**src/rtl/imc_pkg.sv**
```systemverilog
package imc_pkg;

   localparam int RAW_W  = 16;
   localparam int CORR_W = 17;
   localparam int SUM_W  = 33;
   localparam int SQ_W   = 33;
   localparam int DIV_W  = 32;
   localparam int RAD_W  = 62;
   localparam int ROOT_W = 31;
   localparam int ARG_W  = 36;
   localparam int ZACC_W = 27;
   localparam int ATAN_W = 22;
   localparam int NUM_AXES = 6;
   localparam int ARG_SHIFT = 14;

   typedef struct packed {
      logic acc_en;
      logic corr_en;
      logic sq_en;
      logic div_start;
   } lane_ctl_type;

   // Arctangent of 2^-i in degrees with 16 fraction bits, rounded to nearest.
   function automatic logic [ATAN_W-1:0] atan_entry(input logic [4:0] idx);
      logic [ATAN_W-1:0] v;
      case (idx)
         5'd0:    v = 22'd2949120;
         5'd1:    v = 22'd1740967;
         5'd2:    v = 22'd919879;
         5'd3:    v = 22'd466945;
         5'd4:    v = 22'd234379;
         5'd5:    v = 22'd117304;
         5'd6:    v = 22'd58666;
         5'd7:    v = 22'd29335;
         5'd8:    v = 22'd14668;
         5'd9:    v = 22'd7334;
         5'd10:   v = 22'd3667;
         5'd11:   v = 22'd1833;
         5'd12:   v = 22'd917;
         5'd13:   v = 22'd458;
         5'd14:   v = 22'd229;
         5'd15:   v = 22'd115;
         5'd16:   v = 22'd57;
         5'd17:   v = 22'd29;
         5'd18:   v = 22'd14;
         5'd19:   v = 22'd7;
         5'd20:   v = 22'd4;
         5'd21:   v = 22'd2;
         5'd22:   v = 22'd1;
         default: v = 22'd0;
      endcase
      return v;
   endfunction

endpackage

```
**src/rtl/imc_isqrt.sv**
```systemverilog
module imc_isqrt import imc_pkg::*; (
   input  logic              clock,
   input  logic              reset,
   input  logic              start,
   input  logic [RAD_W-1:0]  radicand,
   output logic              busy,
   output logic [ROOT_W-1:0] root
);

   logic [RAD_W-1:0] v_ff, v_in;
   logic [RAD_W-1:0] r_ff, r_in;
   logic [RAD_W-1:0] bit_ff, bit_in;
   logic [RAD_W-1:0] trial;

   always_comb begin
      v_in   = v_ff;
      r_in   = r_ff;
      bit_in = bit_ff;
      trial  = r_ff + bit_ff;
      if (start) begin
         v_in   = radicand;
         r_in   = '0;
         bit_in = RAD_W'(1) << (RAD_W - 2);
      end else if (bit_ff != '0) begin
         if (v_ff >= trial) begin
            v_in = v_ff - trial;
            r_in = (r_ff >> 1) + bit_ff;
         end else begin
            r_in = r_ff >> 1;
         end
         bit_in = bit_ff >> 2;
      end
   end

   always_ff @(posedge clock) begin
      if (reset) begin
         bit_ff <= '0;
      end else begin
         bit_ff <= bit_in;
      end
      v_ff <= v_in;
      r_ff <= r_in;
   end

   assign busy = bit_ff != '0;
   assign root = r_ff[ROOT_W-1:0];

endmodule

```
**config.mk**
```make
export PLATFORM = sky130hd
export DESIGN_NAME = imc_isqrt
export DESIGN_NICKNAME = d
export VERILOG_FILES = /design/src/rtl/imc_pkg.sv /design/src/rtl/imc_isqrt.sv
export SDC_FILE = /design/constraint.sdc
export NUM_CORES = 1
export LEC_CHECK = 0
export ABC_AREA = 1
export BUFFER_PORTS_ARGS = -buffer_cell sky130_fd_sc_hd__buf_4
export CORE_MARGIN = 3
export CORE_UTILIZATION = 35
export DETAILED_ROUTE_END_ITERATION = 12
export GPL_ROUTABILITY_DRIVEN = 0
export GPL_TIMING_DRIVEN = 0
export HOLD_SLACK_MARGIN = 0.02
export SETUP_SLACK_MARGIN = 0.02
export SLEW_MARGIN = 20
export SYNTH_ARGS = -nofsm -noshare
export SYNTH_HDL_FRONTEND = slang
export SYNTH_SLANG_ARGS = --single-unit
```
**constraint.sdc**
```tcl
create_clock -name clock -period 16.61 [get_ports clock]
set_clock_uncertainty 0.2 [all_clocks]
set_input_delay 1.661 -clock clock [delete_from_list [all_inputs] [get_ports clock]]
set_output_delay 1.661 -clock clock [all_outputs]
set_load 0.01 [all_outputs]
```
# Word level (Yosys, flattened, before mapping)
# Index checks and enable logic that the tools add are counted.
[classes] addsub=3 magnitude_cmp=1 mux=6 reduce_logical=5
[ops] op="two-way mux 62 bit" n=4
[ops] op="two-way mux 61 bit" n=2
[ops] op="adder 61 x 61 -> 62 bit" n=1
[ops] op="adder 62 x 61 -> 62 bit" n=1
[ops] op=">= comparator 62 bit" n=1
[ops] op="nonzero test 62 bit" n=1
[ops] op="subtractor 62 bit" n=1
[ops] op="nonzero test 2 bit" n=2
[ops] op="AND reduction 2 bit" n=1
[ops] op="OR reduction 2 bit" n=1
[totals] ff_bits=155 in_bits=65 elab_cells=19

# Logic depth before layout (Yosys ltp)
[depth] ltp_word=5 mapped_depth=31 depth_no_buf=29

# Worst setup path before layout
# OpenSTA, ideal clock, no wires.
[synth_timing] path_kind="flip-flop to flip-flop" from="register r_ff[12]" to="register v_ff[0] (enable)" arrival_ps=6490 required_time_ps=15891 path_slack_ps=9401 path_stages_with_launch=23 n_path_buf=1 cell_sequence="dfxtp_1 -> ha_1 -> nand2_1 -> nor2_1 -> nand4_1 -> o21ai_1 -> nand2_1 -> nand2_1 -> nand2_1 -> nand2_1 -> nand3_1 -> nand3_1 -> nand2_1 -> ha_1 -> nand2_2 -> nor2_1 -> inv_2 -> nor2_2 -> nand2_1 -> nor2_1 -> nand2_2 -> buf_1 -> a31oi_1"
[synth_between] elab_chain_cells=4
[synth_rtl] element="start, declared" line="imc_isqrt.sv:11" text="logic [RAD_W-1:0] r_ff, r_in;"
[synth_rtl] element="start signal, assigned" line="imc_isqrt.sv:42" text="r_ff <= r_in;"
[synth_rtl] element="adder 62 x 61 -> 62 bit" line="imc_isqrt.sv:19" text="trial = r_ff + bit_ff;"
[synth_rtl] element=">= comparator 62 bit" line="imc_isqrt.sv:25" text="if (v_ff >= trial) begin"
[synth_rtl] element="nonzero test 2 bit (no line)"
[synth_rtl] element="AND reduction 2 bit (no line)"
[synth_rtl] element="end signal, assigned" line="imc_isqrt.sv:41" text="v_ff <= v_in;"
[synth_rtl] element="end, declared" line="imc_isqrt.sv:10" text="logic [RAD_W-1:0] v_ff, v_in;"
# No other way between the ends.
# A chain may end at the register's enable or synchronous reset.

# Worst setup path in the final report
[layout_timing] from="register r_ff[22]" to="register v_ff[53] (enable)"
# Same word-level chain as after synthesis.

==> impl_metrics.sql <==
INSERT INTO impl_metrics (metric_group, metric, value, unit) VALUES
('status', 'run_status', 'complete, no violations', ''),
('global_route', 'globalRouteTotalUtil', '0.264', ''),
('critical_path', 'setup.reg_to_reg.worst_slack', '10.72', 'ns'),
('critical_path', 'critPathArrivalTime', '5.91', 'ns'),
('routing', 'met1_length', '33500', 'um'),
('routing', 'first_pass_iters', '6', ''),
('global_route', 'grt_antenna_before_repair', '0', ''),
('power_and_ir_drop', 'power.static_leakage', '10.5', 'nW'),
('global_route', 'grt_start_max_net_pins', '19', ''),
('critical_path', 'worst_setup_path_startpoint', 'r_ff[22]', ''),
('die', 'num_rows', '85', ''),
('critical_path', 'crit_path_top_delay_cell', 'clkbuf_1', ''),
('clock_tree', 'worst_skew_pair.late_latency', '0.48', 'ns'),
('placement', 'instance_count_after_placement_with_tap_cells_included', '4245', ''),
('synthesis', 'synthesis.nets', '3642', ''),
('routing', 'via_per_instance_ratio', '5.14', ''),
('die', 'dieWidth', '240', 'um'),
('sta', 'final-max-slew-violation-count', '0', ''),
('clock_tree', 'clockRootBuffer', 'clkbuf_16', ''),
('sta', 'fin_crit', '5.89', 'ns'),
('routing', 'drt_iter0_drc', '1823', ''),
('critical_path', 'critical_path.max_fanout', '17', ''),
('synthesis', 'syn_area', '19200', 'um2'),
('critical_path', 'timing.critical_path.slowest_cell_delay', '0.48', 'ns'),
('die', 'floorplan.die.height', '240', 'um'),
('sta', 'slew_headroom', '0.374', ''),
('placement', 'port_buffers', '96', ''),
('routing', 'met3_wirelength', '5190', 'um'),
('sta', 'timing.final.setup_violations', '0', ''),
('sta', 'fmax', '170', 'MHz'),
('synthesis', 'synth.ff_latch_count', '155', ''),
('clock_tree', 'post_cts_resized', '0', ''),
('clock_tree', 'h-tree-depth', '4', ''),
('global_route', 'number_of_global_route_vias_before_repair', '20700', ''),
('die', 'floorplan.io_pins', '97', ''),
('clock_tree', 'cts.repair_timing.setup_buffer_count', '0', ''),
('placement', 'detailed_place_hpwl', '65600', 'um'),
('synthesis', 'number_of_synthesized_flops_with_an_enable_pin', '62', ''),
('final_layout', 'flow.area_growth_from_synthesis', '11.8', '%'),
('clock_tree', 'holdBufCountCts', '0', ''),
('worst_hold_path', 'hold_start', 'bit_ff[12]', ''),
('critical_path', 'critPathKind', 'register to register', ''),
('final_layout', 'drive_above_1_share', '0.0673', ''),
('sta', 'fin_worst_hold_slack', '0.292', 'ns'),
('routing', 'dr.max_layer_used', 'met4', ''),
('sta', 'totalNegativeSetupSlack', '0', 'ns'),
('worst_hold_path', 'min_delay_path_depth', '2', ''),
('worst_hold_path', 'min_to', 'bit_ff[10]', ''),
('synthesis', 'post_synthesis_cell_count', '3450', ''),
('clock_tree', 'number_of_buffers_inserted_during_clock_tree_synthesis', '17', ''),
('clock_tree', 'cts.sink_count', '155', ''),
('routing', 'wl_met2', '34400', 'um'),
('clock_tree', 'cts_buffer_depth', '2', ''),
('synthesis', 'synth.yosys.seq_area_share', '0.194', ''),
('routing', 'drt.antenna.violating_nets', '0', ''),
('clock_tree', 'cts_tree', 'built', ''),
('final_layout', 'antenna_cells', '0', ''),
('synthesis', 'ys_dominant_reg_cell', 'dfxtp_1', ''),
('synthesis', 'synth_cell_types', '48', ''),
('critical_path', 'path_common_cell', 'nand2_1', ''),
('sta', 'hold_viol', '0', ''),
('clock_tree', 'clk_pin_slew_worst_paths', '0.07', 'ns'),
('final_layout', 'finish.cell_count_without_fillers', '4277', ''),
('die', 'dieArea', '57800', 'um2'),
('die', 'core_area', '54100', 'um2'),
('critical_path', 'critical_path.endpoint_type', 'register', ''),
('synthesis', 'synth_warnings', '0', ''),
('final_layout', 'finalNetCount', '3760', ''),
('critical_path', 'critical_path.cell_chain', 'ha_1, nand2_1, o21ai_0, nand2_1, o21ai_0, a21oi_1, o21ai_1, a21oi_1, xor2_1, ha_1, nand2_1, inv_1, nand2_1, nand2_1, a21oi_1, a21oi_2, nor2_4, clkbuf_1, a31oi_4, buf_16, buf_16', ''),
('critical_path', 'launch_instance_of_the_worst_register_to_register_path', 'r_ff[22]', ''),
('critical_path', 'cp_data_required_time', '16.63', 'ns');
## cell families after synthesis
family | after synthesis | share of synthesized area
flip-flops | 155 | 0.194
AO/OA/AOI/OAI | 395 | 0.111
adder cells (fa/ha/maj) | 127 | 0.0830
XOR/XNOR | 85 | 0.0387
AND/OR/NAND/NOR | 2012 | 0.432
buffers and inverters | 676 | 0.142
## registers in the layout, summed over array words and instances (netlist names)
register	cells
r_ff	62
v_ff	62
bit_ff	31
## cells in the final DEF (no fill, tap or decap), drive strengths merged, types with 46 or more instances in the layout
| master | netlist | routed |
|---|---|---|
| a21oi | 168 | 168 |
| buf | 61 | 160 |
| clkbuf | 29 | 51 |
| dfxtp | 93 | 93 |
| edfxtp | 62 | 62 |
| ha | 126 | 126 |
| inv | 585 | 588 |
| nand2 | 1222 | 1222 |
| nand3 | 307 | 307 |
| nor2 | 354 | 354 |
| o21ai | 168 | 168 |
| xor2 | 46 | 46 |
## stage by stage
step	area [um2]	setup slack, ns	util
detailed placement	20900	10.85	0.387
CTS	21500	10.82	0.397
floorplan	19200	9.40	-
global placement	20800	6.33	0.385
global route	21500	10.42	0.397
finish	21500	10.72	0.397
## per-layer routing
metal / vias to the layer above / global-route usage
li1: 11100 / -
met1: 9778 / 0.347
met2: 920 / 0.436
met3: 160 / 0.0229
met4: 0 / 0.125
met5: - / 0
## power by group
part / internal [mW] / switching (mW) / leakage, nW / total (mW)
clock: 0.213 / 0.182 / 0.279 / 0.396
sequential: 0.527 / 0.0946 / 1.37 / 0.622
combinational: 0.623 / 1.21 / 8.83 / 1.83
## cells in the mapped netlist (all sizes together) (2+ instances only)
cell type / instances / area, um2
nand2: 1222 / 4610
inv: 585 / 2200
nor2: 354 / 1370
nand3: 307 / 1540
a21oi: 168 / 845
o21ai: 168 / 845
ha: 126 / 1580
dfxtp: 93 / 1860
edfxtp: 62 / 1860
buf: 61 / 428
xor2: 46 / 403
nand4: 42 / 263
xnor2: 39 / 342
nor3: 37 / 185
clkbuf: 29 / 109
o21bai: 27 / 203
nand3b: 20 / 150
or2: 16 / 100
a21boi: 8 / 60.1
nor4: 7 / 43.8
a31oi: 6 / 37.5
a21o: 5 / 37.5
and2: 4 / 25.0
o211ai: 3 / 22.5
o21a: 3 / 22.5
and3: 2 / 12.5
o31ai: 2 / 15.0
## area by class of cell
type                            instances  area (um2)
Inverter                              586        2200
Clock buffer                           22         495
Tap cell                              696         871
Multi-Input combinational cell       2619       12800
Clock inverter                         10        77.6
Buffer                                 90         539
Timing Repair Buffer                   99         803
Sequential cell                       155        3720
Fill cell                            6075       32600
## how the worst max path moves through the flow
| stage | end |
|---|---|
| final | v_ff[53] |
| after global routing | v_ff[52] |
| after CTS | v_ff[57] |
| after detailed placement | v_ff[55] |
| after global placement | v_ff[51] |
| after floorplan | v_ff[0] |
## critical path: cells and delay by family, from the launching register on
family	cells	cell delay, ns
compound gates	8	2.16
buf+inv	4	0.98
simple gates	6	0.80
fa+ha+maj	2	0.75
flops	1	0.39
xor+xnor	1	0.31
No activity file was read; power rests on OpenSTA's default activity.
