File: src/rtl/imc_pkg.sv
package imc_pkg;

   localparam int RAW_W  = 16;
   localparam int CORR_W = 17;
   localparam int SUM_W  = 33;
   localparam int SQ_W   = 33;
   localparam int DIV_W  = 32;
   localparam int RAD_W  = 62;
   localparam int ROOT_W = 31;
   localparam int ARG_W  = 36;
   localparam int ZACC_W = 27;
   localparam int ATAN_W = 22;
   localparam int NUM_AXES = 6;
   localparam int ARG_SHIFT = 14;

   typedef struct packed {
      logic acc_en;
      logic corr_en;
      logic sq_en;
      logic div_start;
   } lane_ctl_type;

   // Arctangent of 2^-i in degrees with 16 fraction bits, rounded to nearest.
   function automatic logic [ATAN_W-1:0] atan_entry(input logic [4:0] idx);
      logic [ATAN_W-1:0] v;
      case (idx)
         5'd0:    v = 22'd2949120;
         5'd1:    v = 22'd1740967;
         5'd2:    v = 22'd919879;
         5'd3:    v = 22'd466945;
         5'd4:    v = 22'd234379;
         5'd5:    v = 22'd117304;
         5'd6:    v = 22'd58666;
         5'd7:    v = 22'd29335;
         5'd8:    v = 22'd14668;
         5'd9:    v = 22'd7334;
         5'd10:   v = 22'd3667;
         5'd11:   v = 22'd1833;
         5'd12:   v = 22'd917;
         5'd13:   v = 22'd458;
         5'd14:   v = 22'd229;
         5'd15:   v = 22'd115;
         5'd16:   v = 22'd57;
         5'd17:   v = 22'd29;
         5'd18:   v = 22'd14;
         5'd19:   v = 22'd7;
         5'd20:   v = 22'd4;
         5'd21:   v = 22'd2;
         5'd22:   v = 22'd1;
         default: v = 22'd0;
      endcase
      return v;
   endfunction

endpackage

File: src/rtl/imc_lane.sv
module imc_lane import imc_pkg::*; #(
   parameter bit WITH_SQUARE = 1'b1
) (
   input  logic                     clock,
   input  logic                     reset,
   input  lane_ctl_type             ctl,
   input  logic signed [RAW_W-1:0]  raw,
   input  logic [15:0]              count,
   input  logic [14:0]              bias,
   output logic signed [CORR_W-1:0] corr,
   output logic [SQ_W-1:0]          square,
   output logic                     busy
);

   logic signed [SUM_W-1:0]  sum_ff, sum_in;
   logic signed [CORR_W-1:0] off_ff, off_in;
   logic signed [CORR_W-1:0] corr_ff, corr_in;
   logic [DIV_W-1:0]         quo_ff, quo_in;
   logic [15:0]              rem_ff, rem_in;
   logic [5:0]               cnt_ff, cnt_in;
   logic                     busy_ff, busy_in;
   logic                     neg_ff, neg_in;

   logic [SUM_W-1:0]         mag;
   logic [16:0]              rem_shift;
   logic                     ge;
   logic signed [17:0]       mean;
   logic signed [17:0]       diff;

   always_comb begin
      sum_in  = sum_ff;
      off_in  = off_ff;
      corr_in = corr_ff;
      quo_in  = quo_ff;
      rem_in  = rem_ff;
      cnt_in  = cnt_ff;
      busy_in = busy_ff;
      neg_in  = neg_ff;

      mag       = sum_ff[SUM_W-1] ? SUM_W'(-sum_ff) : SUM_W'(sum_ff);
      rem_shift = {rem_ff, quo_ff[DIV_W-1]};
      ge        = rem_shift >= {1'b0, count};
      mean      = '0;
      diff      = 18'(raw) - 18'(off_ff);

      if (ctl.acc_en) begin
         sum_in = sum_ff + SUM_W'(raw);
      end
      if (ctl.div_start) begin
         sum_in  = '0;
         neg_in  = sum_ff[SUM_W-1];
         quo_in  = mag[DIV_W-1:0] + DIV_W'(count[15:1]);
         rem_in  = '0;
         cnt_in  = 6'(DIV_W);
         busy_in = 1'b1;
      end else if (busy_ff) begin
         quo_in = {quo_ff[DIV_W-2:0], ge};
         rem_in = ge ? 16'(rem_shift - {1'b0, count}) : rem_shift[15:0];
         cnt_in = cnt_ff - 6'd1;
         if (cnt_ff == 6'd1) begin
            busy_in = 1'b0;
            mean    = neg_ff ? -18'(quo_in[16:0]) : 18'(quo_in[16:0]);
            off_in  = CORR_W'(mean - 18'(bias));
         end
      end

      if (ctl.corr_en) begin
         if (diff > 18'sd65535) begin
            corr_in = 17'sd65535;
         end else if (diff < -18'sd65536) begin
            corr_in = -17'sd65536;
         end else begin
            corr_in = diff[CORR_W-1:0];
         end
      end
   end

   always_ff @(posedge clock) begin
      if (reset) begin
         sum_ff  <= '0;
         off_ff  <= '0;
         busy_ff <= 1'b0;
      end else begin
         sum_ff  <= sum_in;
         off_ff  <= off_in;
         busy_ff <= busy_in;
      end
      corr_ff <= corr_in;
      quo_ff  <= quo_in;
      rem_ff  <= rem_in;
      cnt_ff  <= cnt_in;
      neg_ff  <= neg_in;
   end

   generate
      if (WITH_SQUARE) begin : g_sq
         logic [SQ_W-1:0]          sq_ff, sq_in;
         logic signed [2*CORR_W-1:0] prod;
         always_comb begin
            prod  = corr_ff * corr_ff;
            sq_in = ctl.sq_en ? prod[SQ_W-1:0] : sq_ff;
         end
         always_ff @(posedge clock) begin
            sq_ff <= sq_in;
         end
         assign square = sq_ff;
      end else begin : g_nosq
         assign square = '0;
      end
   endgenerate

   assign corr = corr_ff;
   assign busy = busy_ff;

endmodule

File: config.mk
export PLATFORM = sky130hd
export DESIGN_NAME = imc_lane
export DESIGN_NICKNAME = d
export VERILOG_FILES = /design/src/rtl/imc_pkg.sv /design/src/rtl/imc_lane.sv
export SDC_FILE = /design/constraint.sdc
export NUM_CORES = 1
export LEC_CHECK = 0
export BUFFER_PORTS_ARGS = -buffer_cell sky130_fd_sc_hd__buf_2
export CAP_MARGIN = 40
export CORE_ASPECT_RATIO = 0.75
export CORE_MARGIN = 2
export CORE_UTILIZATION = 59
export CTS_BUF_LIST = sky130_fd_sc_hd__clkbuf_8 sky130_fd_sc_hd__clkbuf_16
export CTS_CLUSTER_DIAMETER = 120
export DETAILED_ROUTE_END_ITERATION = 6
export PLACE_DENSITY = 0.75
export REMOVE_ABC_BUFFERS = 1
export SETUP_SLACK_MARGIN = 0.2
export SLEW_MARGIN = 10
export SYNTH_ARGS = -nofsm -noshare
export SYNTH_HDL_FRONTEND = slang
export SYNTH_SLANG_ARGS = --single-unit
File: constraint.sdc
create_clock -name clock -period 7.5 [get_ports clock]
set_input_delay 0.375 -clock clock [delete_from_list [all_inputs] [get_ports clock]]
set_output_delay 0.375 -clock clock [all_outputs]
set_load 0.005 [all_outputs]
Word-level counts from Yosys, hierarchy flattened
Cells that the tools add are included.
{"block": "classes", "order_cmp": 3, "n_reduce_logical": 3, "multipliers": 1, "n_eq_ne": 1, "n_mux": 9, "bitwise_logic": 1, "n_addsub": 8}
{"operator": "2-to-1 mux 32 bit", "count": 3}
{"operator": "2-to-1 mux 17 bit", "count": 2}
{"operator": "adder 33 x 16 -> 33 bit", "count": 1}
{"operator": "multiplier 17 x 17 -> 33 bit", "count": 1}
{"operator": "adder 32 x 15 -> 32 bit", "count": 1}
{"operator": "negation 32 bit", "count": 1}
{"operator": "greater-than comparator 18 x 17 -> 1 bit (second input constant)", "count": 1}
{"operator": "less-than comparator 18 x 17 -> 1 bit (second input constant)", "count": 1}
{"operator": "subtractor 16 x 17 -> 18 bit", "count": 1}
{"operator": "greater-or-equal comparator 17 x 16 -> 1 bit", "count": 1}
{"operator": "negation 17 bit", "count": 1}
{"operator": "subtractor 17 x 15 -> 17 bit", "count": 1}
{"operator": "2-to-1 mux 16 bit", "count": 1}
{"operator": "subtractor 16 bit", "count": 1}
{"operator": "equality test 6 x 1 -> 1 bit (second input constant)", "count": 1}
{"operator": "subtractor 6 x 1 -> 6 bit (second input constant)", "count": 1}
{"operator": "2-to-1 mux 1 bit", "count": 3}
{"operator": "AND reduction 3 bit", "count": 1}
{"operator": "nonzero test 2 bit", "count": 1}
{"operator": "OR reduction 2 bit", "count": 1}
{"operator": "inverter 1 bit", "count": 1}
{"block": "totals", "ff_bits": 156, "wordCells": 35, "input_bits": 53, "output_inout_bits": 51}

Depth between registers and ports, before layout
{"block": "depth", "depth_word": 4, "ltp_mapped": 27, "depth_no_buf": 25}

Least setup slack after synthesis
OpenSTA, ideal clock, no wires.
{"block": "synth_timing", "path_type": "register -> register", "startpoint": "register corr_ff[5] (netlist: corr[5])", "endpoint": "register g_sq.sq_ff[31] (netlist: square[31]), data pin", "path_stages_with_launch": 26, "arrival_ps": 6545, "n_path_buf": 2, "slack_ps": 797, "synth_period_minus_slack_ps": 6703, "cell_sequence": "edfxtp_1 > clkbuf_1 > clkbuf_1 > nand2_1 > fa_1 > inv_1 > fa_1 > inv_1 > fa_1 > inv_1 > fa_1 > fa_1 > inv_1 > fa_1 > inv_1 > ha_1 > a21o_1 > a21o_1 > a21o_1 > a21oi_1 > o31a_1 > o31ai_1 > nor3_1 > o311ai_0 > a2111o_1 > o211ai_1"}
{"block": "synth_via", "elab_chain_len": 1}
{"item": "start: declaration", "line": "imc_lane.sv:17", "source": "logic signed [CORR_W-1:0] corr_ff, corr_in;"}
{"item": "start signal: assignment", "line": "imc_lane.sv:88", "source": "corr_ff <= corr_in;"}
{"item": "multiplier 17 x 17 -> 33 bit", "line": "imc_lane.sv:100", "source": "prod = corr_ff * corr_ff;"}
{"item": "via g_sq.prod[31]", "line": "imc_lane.sv:98", "source": "logic signed [2*CORR_W-1:0] prod;"}
{"item": "end signal: assignment", "line": "imc_lane.sv:104", "source": "sq_ff <= sq_in;"}
{"item": "end: declaration", "line": "imc_lane.sv:97", "source": "logic [SQ_W-1:0] sq_ff, sq_in;"}
The timed path passes the listed nets, and every way through them passes these cells.
A chain may end at the register's enable or synchronous reset.

Worst setup path after layout
{"block": "layout_timing", "startpoint": "register corr_ff[2] (netlist: corr[2])", "endpoint": "register g_sq.sq_ff[31] (netlist: square[31]), data pin"}
Same word-level chain as after synthesis.

==> summary.txt <==
Logic synthesis
  • Most frequent cell after synthesis: inv_1
  • Sequential fraction of the synthesis area: 0.1857
  • Yosys top cell area share: 0.2521
  • Post-synthesis register bit count: about 160
  • Primary FF master, synth: edfxtp_1
  • Area leader, netlist: fa_1
  • Asr flop ratio synth: 0
  • Ranking of synthesized cells by area: fa_1, edfxtp_1, ha_1
  • Leading cell types by count after synthesis: inv_1, fa_1, ha_1
  • Syn Inst Count: between 2,000 and 2,500
  • Mean post-synth cell area: between 9 and 10 µm²
  • Synth warn: 0
  • EDFF count, synth: roughly 80
  • Netlist cell types: 84
  • Mapped Area: 0.02113 mm²

Setup path
  • Most common cell on crit path: fa_1
  • Worst Setup SP: corr[2]
  • WP depth: 21
  • Slowest CP cell: edfxtp_1
  • Required time of the critical path: between 7 and 8 ns
  • Worst Setup End Kind: flop
  • RR Endpoint: square[31]
  • Worst setup endpoint: square[31]
  • CP Launch Type: flop
  • Max FO, Critical Path: 14
  • CP Class: reg2reg
  • Reg2reg setup slack: between 0.4 and 0.5 ns
  • Worst path max stage delay: 0.71 ns
  • CP delay by family, top: adder cells
  • Register-to-Register Path Depth: 21
  • Critical path buffers and inverters: 3
  • Critical Path AT: between 7 and 8 ns
  • Cell breakdown of the critical path: nand2_1 -> fa_1 -> fa_1 -> fa_1 -> inv_1 -> fa_1 -> fa_1 -> inv_1 -> fa_1 -> inv_1 -> ha_1 -> a21o_1 -> a21o_1 -> a21o_1 -> a21oi_1 -> o31a_1 -> o31ai_1 -> nor3_1 -> o311ai_1 -> a2111o_1 -> o211ai_1
  • Worst r2r src: corr[2]

Die
  • CORE AREA: 0.03499 mm²
  • Starting Density: 0.6037
  • DIE AREA: about 0.037 mm²
  • Die height: roughly 170 µm
  • Width of the die: between 200 and 250 µm
  • Io pins: approximately 100
  • # rows: between 50 and 60

STA
  • Achievable Freq: between 0.1 and 0.15 GHz
  • Worst setup margin: approximately 0.46 ns
  • Final period utilization: 0.9388
  • Final setup vio count: 0
  • Fin. Hold Viols: 0
  • Min Clock Period, post-route: a little over 7 ns
  • Slew of the pin with the lowest slew margin: roughly 0.85 ns
  • Max_slew headroom: 0.4353
  • Slew Viols, Final: 0
  • Worst clock skew: roughly 0.01 ns
  • Setup TNS: 0 ns
  • RSZ-0062 raised after global routing: yes

Clocking
  • Clock sink total: around 160
  • Max H-tree Level: 4
  • Clock buffer depth: 2
  • CTS Buf Count: 17
  • Clk slew on worst S/H paths: approximately 0.070 ns
  • Root Driver: clkbuf_16
  • CTS tree: built
  • Worst-skew pair later-pin latency: roughly 0.46 ns

Routing
  • DRT antenna net count: 0
  • Via count: about 16,000
  • Routed WL: 51,700 µm
  • Post-DR wirelength/cell: 17.85 µm
  • Drt drc: 0
  • Vias/cell: roughly 5.7
  • First-pass DRT Iterations: 5
  • Initial DRC count: 932

GRT
  • GR Util All Layers: 0.2878
  • Initial antenna violation count: 1
  • Total grt overflow: 0
  • First-pass GRT wire length: ~85,000 µm
  • Vias in the first global route: around 17,000
  • Largest net degree at the start of global routing: 61

Place
  • Routability cong.: between 0.9 and 1
  • DP HPWL: 41,970 µm
  • Pre-CTS setup slack: ~0.38 ns
  • Port bufs: approximately 100

Run
  • # Max-Cap Violations: 0

Cells and area
  • Ratio of cells with drive above 1 in the final layout: 0.09516
  • Final net count: slightly below 3,000
  • Post-layout util: 0.6504
  • Filler cells: between 2,000 and 3,000
  • Area Growth Syn to Fin: 7.723%

Worst hold path
  • Hold Path Depth: 3
  • Worst hold path type: in2reg

Status
  • Status: finished, final reports clean
## kinds of logic after synthesis
kind of cell,share of synthesized area
buffers and inverters,0.09506
and+or+nand+nor,0.1355
AOI/OAI and AO/OA,0.1278
muxes,0.02245
other,0.0001775
xor gates and xnor gates,0.07172
DFF,0.1857
adders and majority gates,0.3616
## layer usage
layer / wire (µm) / vias up / GRT usage
met5: 0 / - / 0
met4: 1135 / 0 / 0.08287
met3: 3146 / 71 / 0.05271
met2: 24430 / 480 / 0.4806
met1: 22990 / 7982 / 0.3856
li1: - / 7834 / -
## flip-flops by register name, indices dropped and copies added (netlist names)
name and cells:
busy 1, cnt_ff 6, corr 17, neg_ff 1, off_ff 17, quo_ff 32
rem_ff 16, square 32, sum_ff 33
## through the flow
step | hold slack [ns] | instances | cell area (µm²)
after detailed placement | 0.4452 | 2858 | 22110
final | 0.2684 | 2896 | 22760
after CTS | 0.2471 | 2890 | 22710
after global routing | 0.2703 | 2896 | 22760
after global placement | 0.4389 | 2856 | 22100
after floorplan | 0.4258 | 2271 | 20810
## area by class of cell
cell class	instances	area [µm²]	area share
clock inverter	15	173.9	0.007642
tap	457	571.8	0.02513
clock buffer	17	425.4	0.01869
antenna	1	2.502	0.0001100
multi-input combinational	1664	15200	0.6680
timing repair buffer	135	758.2	0.03332
inverter	452	1700	0.07472
sequential	155	3924	0.1724
## timing repair
action	CTS	global route
endpoints found under the setup margin	0	4
hold buffers	0	0
setup buffers	0	5
resized for setup	0	2
## placed cells by master, fill, tap and decap left out, types with 8 or more instances in the layout
cell and n:
a31oi_1 8, o21ai_0 82, a311oi_1 9, o21bai_1 15
a21boi_0 10, edfxtp_1 82, buf_2 102, buf_4 33
o31ai_1 25, nor2_1 137, dfxtp_1 73, xor2_1 54
ha_1 185, or3_1 14, xnor2_1 119, a21oi_1 115
o22ai_1 8, or4_1 8, mux2i_1 20, a211oi_1 19
nand2_1 179, mux2_2 23, nand4_1 11, or2_2 13
clkbuf_16 17, a21o_1 33, a31o_2 9, nor3_1 36
fa_1 266, nor2b_1 29, o211ai_1 11, inv_1 451
nand3_1 30, and2_1 60, o21a_1 13, nand2b_1 30
and3_1 9
## worst min path at each step
stage	from	end
3_5_place_dp	off_ff[5]	off_ff[5]
5_1_grt	bias[0]	off_ff[0]
3_3_place_gp	off_ff[13]	off_ff[13]
6_report	bias[0]	off_ff[0]
2_1_floorplan	off_ff[10]	off_ff[10]
4_1_cts	bias[0]	off_ff[0]
## worst min-delay path: stages
cell	delay, ns
buf_2	0.10
ha_1	0.14
a211oi_1	0.06
Power is not shown: default switching activity piles up to over one toggle a cycle in this logic, so the estimate is an artifact.
